## src/sv/lotp_pkg.sv

```systemverilog
package lotp_pkg;

    localparam int VALUE_W = 16;
    localparam int DATA_W  = 21;
    localparam int COUNT_W = 6;

    typedef enum logic [2:0] {
        ST_LOAD,
        ST_DESCEND,
        ST_FETCH,
        ST_EMIT,
        ST_SUM
    } lotp_state_t;

    // Commands from the controller to the datapath.
    typedef struct packed {
        logic load;         // store the accepted value, add it to the sum if odd; flag overflow if full
        logic idx_clear;    // start the walk at the root
        logic idx_left;     // move to the left child
        logic idx_sibling;  // move from a left child to its right sibling
        logic idx_parent;   // move up to the parent
        logic run_clear;    // end of run: clear count, sum and overflow flag
        logic sel_sum;      // result payload is the sum result
    } lotp_cmd_t;

    // Status from the datapath to the controller.
    typedef struct packed {
        logic has_left;     // current node has a left child
        logic has_sibling;  // current node is a left child with a right sibling
        logic at_root;      // current node is the root
    } lotp_status_t;

endpackage

```

## src/sv/level_order_tree_postorder_odd_sum.sv

```systemverilog
// Collects signed 16-bit node values in level order into a complete binary tree
// held in heap layout (node i has children 2i+1 and 2i+2), adding every odd value
// to a 21-bit running sum. Loading takes one value per cycle. When the transfer
// marked by s_axis_tlast arrives, the input stalls and the block emits every
// stored value in post order on m_axis with tuser low, then one sum result with
// tuser high, tlast high and the truncation flag set if values beyond MAX_NODES
// were dropped; after that transfer a new run starts empty. The walk is done by a
// controller stepping a single index over a node memory with a registered read
// port: each emitted node is read from the memory in a descend or fetch state and
// then presented in the emit state, and every step down into a left child (one per
// odd index) adds one more pass through the descend state.
module level_order_tree_postorder_odd_sum #(
    parameter int MAX_NODES = 32
) (
    input  logic        clk,
    input  logic        rst_n,
    input  logic        s_axis_tvalid,
    output logic        s_axis_tready,
    input  logic [15:0] s_axis_tdata,   // [15:0] value
    input  logic        s_axis_tlast,   // last_value
    output logic        m_axis_tvalid,
    input  logic        m_axis_tready,
    output logic [23:0] m_axis_tdata,   // [20:0] data_out, [21] truncated, [23:22] zero
    output logic        m_axis_tuser,   // [0] kind: 0 node value, 1 odd sum
    output logic        m_axis_tlast    // last_result
);
    import lotp_pkg::*;

    lotp_cmd_t          cmd;
    lotp_status_t       status;
    logic [DATA_W-1:0]  data_out;
    logic               truncated;

    // Sequencer: load, descend, fetch, emit and sum phases.
    lotp_ctrl u_ctrl (
        .clk       (clk),
        .rst_n     (rst_n),
        .in_valid  (s_axis_tvalid),
        .in_last   (s_axis_tlast),
        .in_ready  (s_axis_tready),
        .out_valid (m_axis_tvalid),
        .out_ready (m_axis_tready),
        .cmd       (cmd),
        .status    (status)
    );

    // Node memory, count, odd sum, overflow flag and the walk index.
    lotp_datapath #(
        .MAX_NODES (MAX_NODES)
    ) u_datapath (
        .clk           (clk),
        .rst_n         (rst_n),
        .cmd           (cmd),
        .status        (status),
        .in_value      (s_axis_tdata),
        .out_data      (data_out),
        .out_truncated (truncated)
    );

    // The sum result is both the kind-1 item and the end of the run.
    assign m_axis_tdata = {2'b00, truncated, data_out};
    assign m_axis_tuser = cmd.sel_sum;
    assign m_axis_tlast = cmd.sel_sum;

endmodule

```

## src/sv/lotp_datapath.sv

```systemverilog
module lotp_datapath #(
    parameter int MAX_NODES = 32
) (
    input  logic                              clk,
    input  logic                              rst_n,
    input  lotp_pkg::lotp_cmd_t               cmd,
    output lotp_pkg::lotp_status_t            status,
    input  logic [lotp_pkg::VALUE_W-1:0]      in_value,
    output logic [lotp_pkg::DATA_W-1:0]       out_data,
    output logic                              out_truncated
);
    import lotp_pkg::*;

    localparam int ADDR_W = (MAX_NODES > 1) ? $clog2(MAX_NODES) : 1;
    localparam logic [COUNT_W-1:0] MAX_COUNT = COUNT_W'(MAX_NODES);

    logic [VALUE_W-1:0] node_mem [MAX_NODES];
    logic [VALUE_W-1:0] rd_data_reg;

    logic [COUNT_W-1:0] count_reg, count_next;
    logic [COUNT_W-1:0] idx_reg, idx_next;
    logic [DATA_W-1:0]  acc_reg, acc_next;
    logic               ovf_reg, ovf_next;

    logic               has_room;
    logic [COUNT_W:0]   left_idx;
    logic [COUNT_W:0]   sib_idx;
    logic [DATA_W-1:0]  value_ext;
    logic [DATA_W-1:0]  node_ext;

    assign has_room  = count_reg < MAX_COUNT;
    assign left_idx  = {idx_reg, 1'b1};
    assign sib_idx   = {1'b0, idx_reg} + (COUNT_W+1)'(1);
    assign value_ext = {{(DATA_W-VALUE_W){in_value[VALUE_W-1]}}, in_value};
    assign node_ext  = {{(DATA_W-VALUE_W){rd_data_reg[VALUE_W-1]}}, rd_data_reg};

    assign status.has_left    = left_idx < {1'b0, count_reg};
    assign status.has_sibling = idx_reg[0] && (sib_idx < {1'b0, count_reg});
    assign status.at_root     = idx_reg == '0;

    always_comb
    begin
        count_next = count_reg;
        acc_next   = acc_reg;
        ovf_next   = ovf_reg;
        idx_next   = idx_reg;
        if (cmd.load)
        begin
            if (has_room)
            begin
                count_next = count_reg + COUNT_W'(1);
                if (in_value[0])
                begin
                    acc_next = acc_reg + value_ext;
                end
            end
            else
            begin
                ovf_next = 1'b1;
            end
        end
        if (cmd.run_clear)
        begin
            count_next = '0;
            acc_next   = '0;
            ovf_next   = 1'b0;
        end
        if (cmd.idx_clear)
        begin
            idx_next = '0;
        end
        else if (cmd.idx_left)
        begin
            idx_next = left_idx[COUNT_W-1:0];
        end
        else if (cmd.idx_sibling)
        begin
            idx_next = sib_idx[COUNT_W-1:0];
        end
        else if (cmd.idx_parent)
        begin
            idx_next = (idx_reg - COUNT_W'(1)) >> 1;
        end
    end

    always_ff @(posedge clk or negedge rst_n)
    begin
        if (!rst_n)
        begin
            count_reg <= '0;
            acc_reg   <= '0;
            ovf_reg   <= 1'b0;
            idx_reg   <= '0;
        end
        else
        begin
            count_reg <= count_next;
            acc_reg   <= acc_next;
            ovf_reg   <= ovf_next;
            idx_reg   <= idx_next;
        end
    end

    always_ff @(posedge clk)
    begin
        if (cmd.load && has_room)
        begin
            node_mem[count_reg[ADDR_W-1:0]] <= in_value;
        end
        rd_data_reg <= node_mem[idx_reg[ADDR_W-1:0]];
    end

    assign out_data      = cmd.sel_sum ? acc_reg : node_ext;
    assign out_truncated = cmd.sel_sum & ovf_reg;

    a_count_bound: assert property (@(posedge clk) disable iff (!rst_n)
        count_reg <= MAX_COUNT)
        else $error("node count beyond store capacity");

    a_run_clear: assert property (@(posedge clk) disable iff (!rst_n)
        cmd.run_clear |=> (count_reg == '0) && (acc_reg == '0) && !ovf_reg)
        else $error("run state not cleared after sum result");

    a_left_in_range: assert property (@(posedge clk) disable iff (!rst_n)
        cmd.idx_left |=> idx_reg < count_reg)
        else $error("walk moved to a node that is not stored");

endmodule

```

## src/sv/lotp_ctrl.sv

```systemverilog
module lotp_ctrl (
    input  logic                      clk,
    input  logic                      rst_n,
    input  logic                      in_valid,
    input  logic                      in_last,
    output logic                      in_ready,
    output logic                      out_valid,
    input  logic                      out_ready,
    output lotp_pkg::lotp_cmd_t       cmd,
    input  lotp_pkg::lotp_status_t    status
);
    import lotp_pkg::*;

    lotp_state_t state_reg, state_next;

    always_ff @(posedge clk or negedge rst_n)
    begin
        if (!rst_n)
        begin
            state_reg <= ST_LOAD;
        end
        else
        begin
            state_reg <= state_next;
        end
    end

    always_comb
    begin
        state_next = state_reg;
        cmd        = '0;
        in_ready   = 1'b0;
        out_valid  = 1'b0;
        unique case (state_reg)
            ST_LOAD:
            begin
                in_ready = 1'b1;
                if (in_valid)
                begin
                    cmd.load = 1'b1;
                    if (in_last)
                    begin
                        cmd.idx_clear = 1'b1;
                        state_next    = ST_DESCEND;
                    end
                end
            end
            ST_DESCEND:
            begin
                // Walk down the left spine; the node read this cycle is ready in EMIT.
                if (status.has_left)
                begin
                    cmd.idx_left = 1'b1;
                end
                else
                begin
                    state_next = ST_EMIT;
                end
            end
            ST_FETCH:
            begin
                state_next = ST_EMIT;
            end
            ST_EMIT:
            begin
                out_valid = 1'b1;
                if (out_ready)
                begin
                    if (status.at_root)
                    begin
                        state_next = ST_SUM;
                    end
                    else if (status.has_sibling)
                    begin
                        cmd.idx_sibling = 1'b1;
                        state_next      = ST_DESCEND;
                    end
                    else
                    begin
                        cmd.idx_parent = 1'b1;
                        state_next     = ST_FETCH;
                    end
                end
            end
            ST_SUM:
            begin
                out_valid   = 1'b1;
                cmd.sel_sum = 1'b1;
                if (out_ready)
                begin
                    cmd.run_clear = 1'b1;
                    state_next    = ST_LOAD;
                end
            end
            default:
            begin
                state_next = ST_LOAD;
            end
        endcase
    end

    a_sides_apart: assert property (@(posedge clk) disable iff (!rst_n)
        in_ready |-> !out_valid)
        else $error("input and output sides active together");

    a_fetch_emit: assert property (@(posedge clk) disable iff (!rst_n)
        (state_reg == ST_FETCH) |=> (state_reg == ST_EMIT))
        else $error("parent fetch not followed by emit");

    a_leaf_emit: assert property (@(posedge clk) disable iff (!rst_n)
        (state_reg == ST_DESCEND) && !status.has_left |=> (state_reg == ST_EMIT))
        else $error("descent did not stop at a node without left child");

endmodule
```

## config.mk

```make
export PLATFORM = sky130hd
export DESIGN_NAME = level_order_tree_postorder_odd_sum
export DESIGN_NICKNAME = d
export VERILOG_FILES = /design/src/sv/lotp_pkg.sv /design/src/sv/level_order_tree_postorder_odd_sum.sv /design/src/sv/lotp_datapath.sv /design/src/sv/lotp_ctrl.sv
export SDC_FILE = /design/constraint.sdc
export NUM_CORES = 1
export LEC_CHECK = 0
export ABC_AREA = 1
export BUFFER_PORTS_ARGS = -buffer_cell sky130_fd_sc_hd__clkbuf_2
export CORE_MARGIN = 5
export CORE_UTILIZATION = 55
export DETAILED_ROUTE_END_ITERATION = 10
export GPL_ROUTABILITY_DRIVEN = 1
export PLACE_DENSITY = 0.81
export SLEW_MARGIN = 25
export SYNTH_ARGS = -nofsm -noshare
export SYNTH_HDL_FRONTEND = slang
export SYNTH_SLANG_ARGS = --single-unit
```

## constraint.sdc

```tcl
create_clock -name clk -period 8.3 [get_ports clk]
set_input_delay 0.83 -clock clk [delete_from_list [all_inputs] [get_ports clk]]
set_output_delay 0.83 -clock clk [all_outputs]
set_load 0.01 [all_outputs]
```

; ---- Yosys cells after proc, flatten, opt, wreduce, memory -nomap -nowiden
; Memories as Yosys holds them, arrays and structs flattened. A register that Yosys moved wholly into a read port is not among the register bits.
; Index checks and enable logic that the tools add are counted.
[classes]
add_sub_neg = 4
order_cmp = 3
n_eq_ne = 10
mux = 39
n_bitwise = 1
reduce_logical = 13
[op_table]
columns = op, count
row1 = $mux W21, 5
row2 = $mux W6, 7
row3 = $add A21 B21 Y21, 1
row4 = $mux W3, 6
row5 = $pmux W3 S5, 1
row6 = $lt A7 B6 Y1, 2
row7 = $mux W2, 7
row8 = $mux W1, 13
row9 = $ne A2 B2 Y1 const B, 6
row10 = $add A6 B1 Y7 const B, 1
row11 = $add A6 B1 Y6 const B, 1
row12 = $eq A3 B2 Y1 const B, 2
row13 = $logic_not A6 Y1, 1
row14 = $lt A6 B6 Y1 const B, 1
row15 = $reduce_bool A2 Y1, 3
row16 = $sub A6 B1 Y6 const B, 1
row17 = $reduce_and A5 Y1, 1
row18 = $reduce_and A2 Y1, 2
row19 = $reduce_bool A4 Y1, 1
row20 = $eq A3 B1 Y1 const B, 1
row21 = $eq A3 B3 Y1 const B, 1
row22 = $logic_not A3 Y1, 1
row23 = $reduce_and A3 Y1, 1
row24 = $logic_and A1 B1 Y1, 2
row25 = other kinds (2), 2
[totals]
register_bits = 37
mem_bits_rw = 512
in_bits = 21
n_memories = 1
[mem_list]
columns = memory, words, word_bits, read_ports, rd_ports_with_merged_regs, write_ports, line
row1 = u_datapath.node_mem, 32, 16, 1, 1, 1, lotp_datapath.sv:17  ; logic [VALUE_W-1:0] node_mem [MAX_NODES];

; ---- Longest topological paths before layout
[depth]
depth_word = 11
depth_mapped = 17
mapped_depth_nobuf = 14

; ---- Modules after synthesis
; A second synthesis with hierarchy kept.
[unflattened]
cells_unflattened = 2228
hier_area_um2 = 24482.2
[modules_own_cells]
columns = mod, n_inst, cells_each, area_per_inst_um2
row1 = lotp_datapath, 1, 2174, 24159.4
row2 = lotp_ctrl, 1, 49, 289.0
row3 = level_order_tree_postorder_odd_sum, 1, 5, 33.8

; ---- Worst setup path after synthesis
; No wires, ideal clock.
[synth_path]
kind = input-to-reg
startpoint = in s_axis_tvalid
endpoint = mem u_datapath.node_mem[23][0], enable pin
arrival_time_ns = 2.639
path_slack_ns = 5.251
path_stages = 8
n_path_buf = 0
path_cell_list = inv_1 nor2_2 nand2_2 nor2_1 inv_2 nor2_1 inv_1 nor3_1
[synth_via]
elab_chain_len = 5
[synth_rtl]
columns = element, line
row1 = from (decl), level_order_tree_postorder_odd_sum.sv:17  ; input logic s_axis_tvalid,
row2 = $mux W2, lotp_ctrl.sv:38  ; if (in_valid)
row3 = $mux W2, lotp_ctrl.sv:34  ; unique case (state_reg)
row4 = $logic_and A1 B1 Y1, lotp_datapath.sv:106  ; if (cmd.load && has_room)
row5 = $mux W1, lotp_datapath.sv:106
row6 = $mux W1 (implied by the code), lotp_datapath.sv:108  ; node_mem[count_reg[ADDR_W-1:0]] <= in_value;
row7 = to (decl), lotp_datapath.sv:17
; No other way between the ends.

; ---- Worst setup path in the final report
[layout_path]
startpoint = reg u_datapath.idx_reg[1]
endpoint = reg u_ctrl.state_reg[1]
[layout_via]
elab_chain_len = 7
elab_cells_between_ends = 11
[layout_rtl]
columns = element, line
row1 = from (decl), lotp_datapath.sv:21  ; logic [COUNT_W-1:0] idx_reg, idx_next;
row2 = from (signal assigned), lotp_datapath.sv:100  ; idx_reg <= idx_next;
row3 = $add A6 B1 Y7, lotp_datapath.sv:33  ; assign sib_idx = {1'b0, idx_reg} + (COUNT_W+1)'(1);
row4 = $lt A7 B6 Y1, lotp_datapath.sv:38  ; assign status.has_sibling = idx_reg[0] && (sib_idx < {1'b0, count_reg});
row5 = $logic_and A1 B1 Y1, lotp_datapath.sv:38
row6 = $mux W2, lotp_ctrl.sv:73  ; else if (status.has_sibling)
row7 = $mux W3, lotp_ctrl.sv:69  ; if (status.at_root)
row8 = $mux W3, lotp_ctrl.sv:67  ; if (out_ready)
row9 = $pmux W3 S5, lotp_ctrl.sv:34
row10 = to (signal assigned), lotp_ctrl.sv:24  ; state_reg <= state_next;
row11 = to (decl), lotp_ctrl.sv:14  ; lotp_state_t state_reg, state_next;
; Several ways; a longest one is shown, not always the timed one. The select of a mux whose other input is x is not followed.
; A chain may end at the register's enable or synchronous reset.

==> results.md <==
- Least-Margin Pin Slew: 0.968 ns
- Post-synth top area share: 0.637
- CP startpoint: u_datapath.idx_reg[1]
- Reg-to-reg startpoint: u_datapath.idx_reg[1]
- Area after DPL: 0.0249 mm2
- GRT overflow: 0
- CTS Hold Bufs: 0
- Max cap viols: 0
- Cell taking the most area after synthesis: edfxtp_1
- CP Data Arrival Time: 4.14 ns
- GR Util All Layers: 0.258
- Sw Ratio: 0.390
- Count leader, synth: edfxtp_1
- Maximum clock rate: 277 MHz
- Synth cell types: 45
- Most common library cells after synthesis: edfxtp_1, nor2_1, o21ai_0, nand2_1, o22ai_1
- Register area share after synthesis: 0.689
- PostCTS Resize Cnt: 0
- Core region area: 0.0433 mm2
- Rows: 76
- Startpoint Class: flop
- Lkg Pwr: 0.00948 uW
- Int Pwr: 5490 uW
- Top FF cell, synth: edfxtp_1
- # DRC: 0
- CTS max path bufs: 3
- Vias in the first global route: 16.7k
- Postcts setup bufs: 0
- Final hold violation count: 0
- First-pass iteration count of the detailed router: 6
- CP endpoint kind: flop
- Root buffer cell: clkbuf_16
- Total wire length: 62700 um
- Die ar.: 0.0481 mm2
- Design area: 0.0265 mm2
- Nets: 2211
- Num Clock Sinks: 565
- Initial DRC count: 2512
- Largest net degree at the start of global routing: 100
- Via count: 17.0k
- TritonCTS clock tree: yes
- Syn Std Cell Area: 0.0241 mm2
- P_sw: 3510 uW
- Cell Pwr Density: 339 mW/mm2
- RSZ-0062 raised after global routing: no
- Peak supply drop: 170 uV
- N_diodes: 0
- Num CTS Buffers: 54
- Tcrit/Tclk final: 0.436
- Worst-path clk slew: 0.06 ns
- Rel. slew slack: 0.353
- Initial antenna violation count: 2
- Die width: 219 um
- Initial core utilization: 0.557
- Status: finished, final reports clean
- HPWL after DPL: 36600 um
- Final slew viol count: 0
- Synth top area cells: edfxtp_1, nor2_1, o21ai_0
- Layout cells sized above 1: 0.0902
- Routed wire per std cell: 22.5 um
- Number of fillers in the final layout: 3188
- Final setup viols: 0
- Max reg flops: 512
- Worst Clk Skew: 0.0246 ns
- Area growth syn-to-layout: 10.1%
- Post-synth EDFFs: 512
- Final antenna-violating net count: 0
- H-tree depth: 2
- Min cycle time layout: 3.62 ns
- Die Ht: 219 um
- Mean Syn Cell Area: 11.4 um2
- Flop-to-flop setup slack: 4.68 ns
- Global-route wire length before repair: 95200 um
- Ports: 49
- Clk Latency, worst-skew pair: 0.62 ns
- Cell count after synthesis: 2113
- Clk network pwr share: 0.262
- Synth Warn #: 0
- HP Class: in -> async
- Reg2reg path depth: 13
- GP Congestion: 0.895
- Synth async-reset ratio: 0.0655
- Seq cells post-synth: 565
- Crit-path max FO: 67
- Worst EP required: 8.82 ns
- Vias/cell: 6.12
- Critical path type: reg -> reg
- Sequential Power Share: 0.385
- Logic gate share of total power: 0.353
- TNS Setup: 0 ns
- Count of input and output buffers: 46
worst paths after layout:
| path | end |
|---|---|
| min in group clk | u_ctrl.state_reg[2] |
| worst max-delay path | u_ctrl.state_reg[1] |
| max in group asynchronous | u_datapath.idx_reg[1] |
| worst max register to register | u_ctrl.state_reg[1] |
| worst min register to register | u_datapath.ovf_reg |
| worst min-delay path | u_datapath.acc_reg[6] |
through the flow:
stage | setup slack (ns) | power [uW] | hold WS [ns] | std cells | util
detailed placement | 4.82 | 6620 | 0.514 | 2682 | 0.575
finish | 4.68 | 8990 | 0.190 | 2781 | 0.614
CTS | 4.83 | 8950 | 0.395 | 2781 | 0.613
global route | 4.58 | 9470 | 0.227 | 2781 | 0.614
floorplan | 5.25 | 5700 | 0.475 | 2114 | -
global placement | 4.83 | 6500 | 0.504 | 2682 | 0.575
power by group through the flow:
| stage | logic (uW) | registers, uW | clock network (uW) |
|---|---|---|---|
| 2_1_floorplan | 2320 | 3380 | 0 |
| 3_3_place_gp | 2990 | 3510 | 0 |
| 3_5_place_dp | 3100 | 3510 | 0 |
| 4_1_cts | 3130 | 3450 | 2370 |
| 5_1_grt | 3500 | 3470 | 2490 |
| 6_report | 3180 | 3460 | 2350 |
final cells by class:
| cell class | count | area (um2) | share of cell area |
|---|---|---|---|
| sequential | 565 | 16600 | 0.626 |
| multi-input combinational | 1344 | 6530 | 0.246 |
| clock buffer | 70 | 1430 | 0.0539 |
| tap | 585 | 732 | 0.0276 |
| timing repair buffer | 102 | 653 | 0.0246 |
| inverter | 86 | 329 | 0.0124 |
| clock inverter | 29 | 244 | 0.00919 |
cells by family (layout without fill, tap and decap cells):
logic type / after synthesis / count (layout) / share of synthesized area
buffers and inverters: 205 / 287 / 0.0414
XOR/XNOR: 14 / 14 / 0.00508
flip-flops: 565 / 565 / 0.689
AO/OA/AOI/OAI: 522 / 522 / 0.117
AND/OR/NAND/NOR: 769 / 769 / 0.128
adder cells (fa/ha/maj): 37 / 37 / 0.0195
other: 1 / 2 / 0.000155
critical path: stages, from the launching register on:
cell and delay [ns]:
dfrtp_4 0.91, clkinv_2 0.80, ha_1 0.61, ha_1 0.29, nand3_1 0.09, nand2_1 0.07
nand2_1 0.06, nor2_1 0.05, nor2_2 0.19, nand2_1 0.14, nand2_1 0.08, o21ai_0 0.07
nand2_1 0.06, nand2_1 0.04
cells in the final DEF (no fill, tap or decap), types with 10 or more instances in the layout:
master,instances
edfxtp_1,512
nor2_1,426
o21ai_0,290
nand2_1,241
o22ai_1,121
inv_1,79
nand3_1,66
buf_4,57
clkbuf_16,54
clkbuf_2,45
o21ai_1,44
a21oi_1,39
ha_1,36
dfrtp_1,35
dfxtp_1,16
clkinv_1,15
o211ai_1,14
clkbuf_1,14
nand4_1,13
xor2_1,10
routing by layer:
layer	GRT usage	vias to the layer above	wire length, um
li1	-	7613	-
met1	0.348	8144	23700
met2	0.404	1061	29000
met3	0.0461	209	6580
met4	0.137	2	3420
met5	0	-	9
Note: power is estimated with default switching activity, not from simulation.
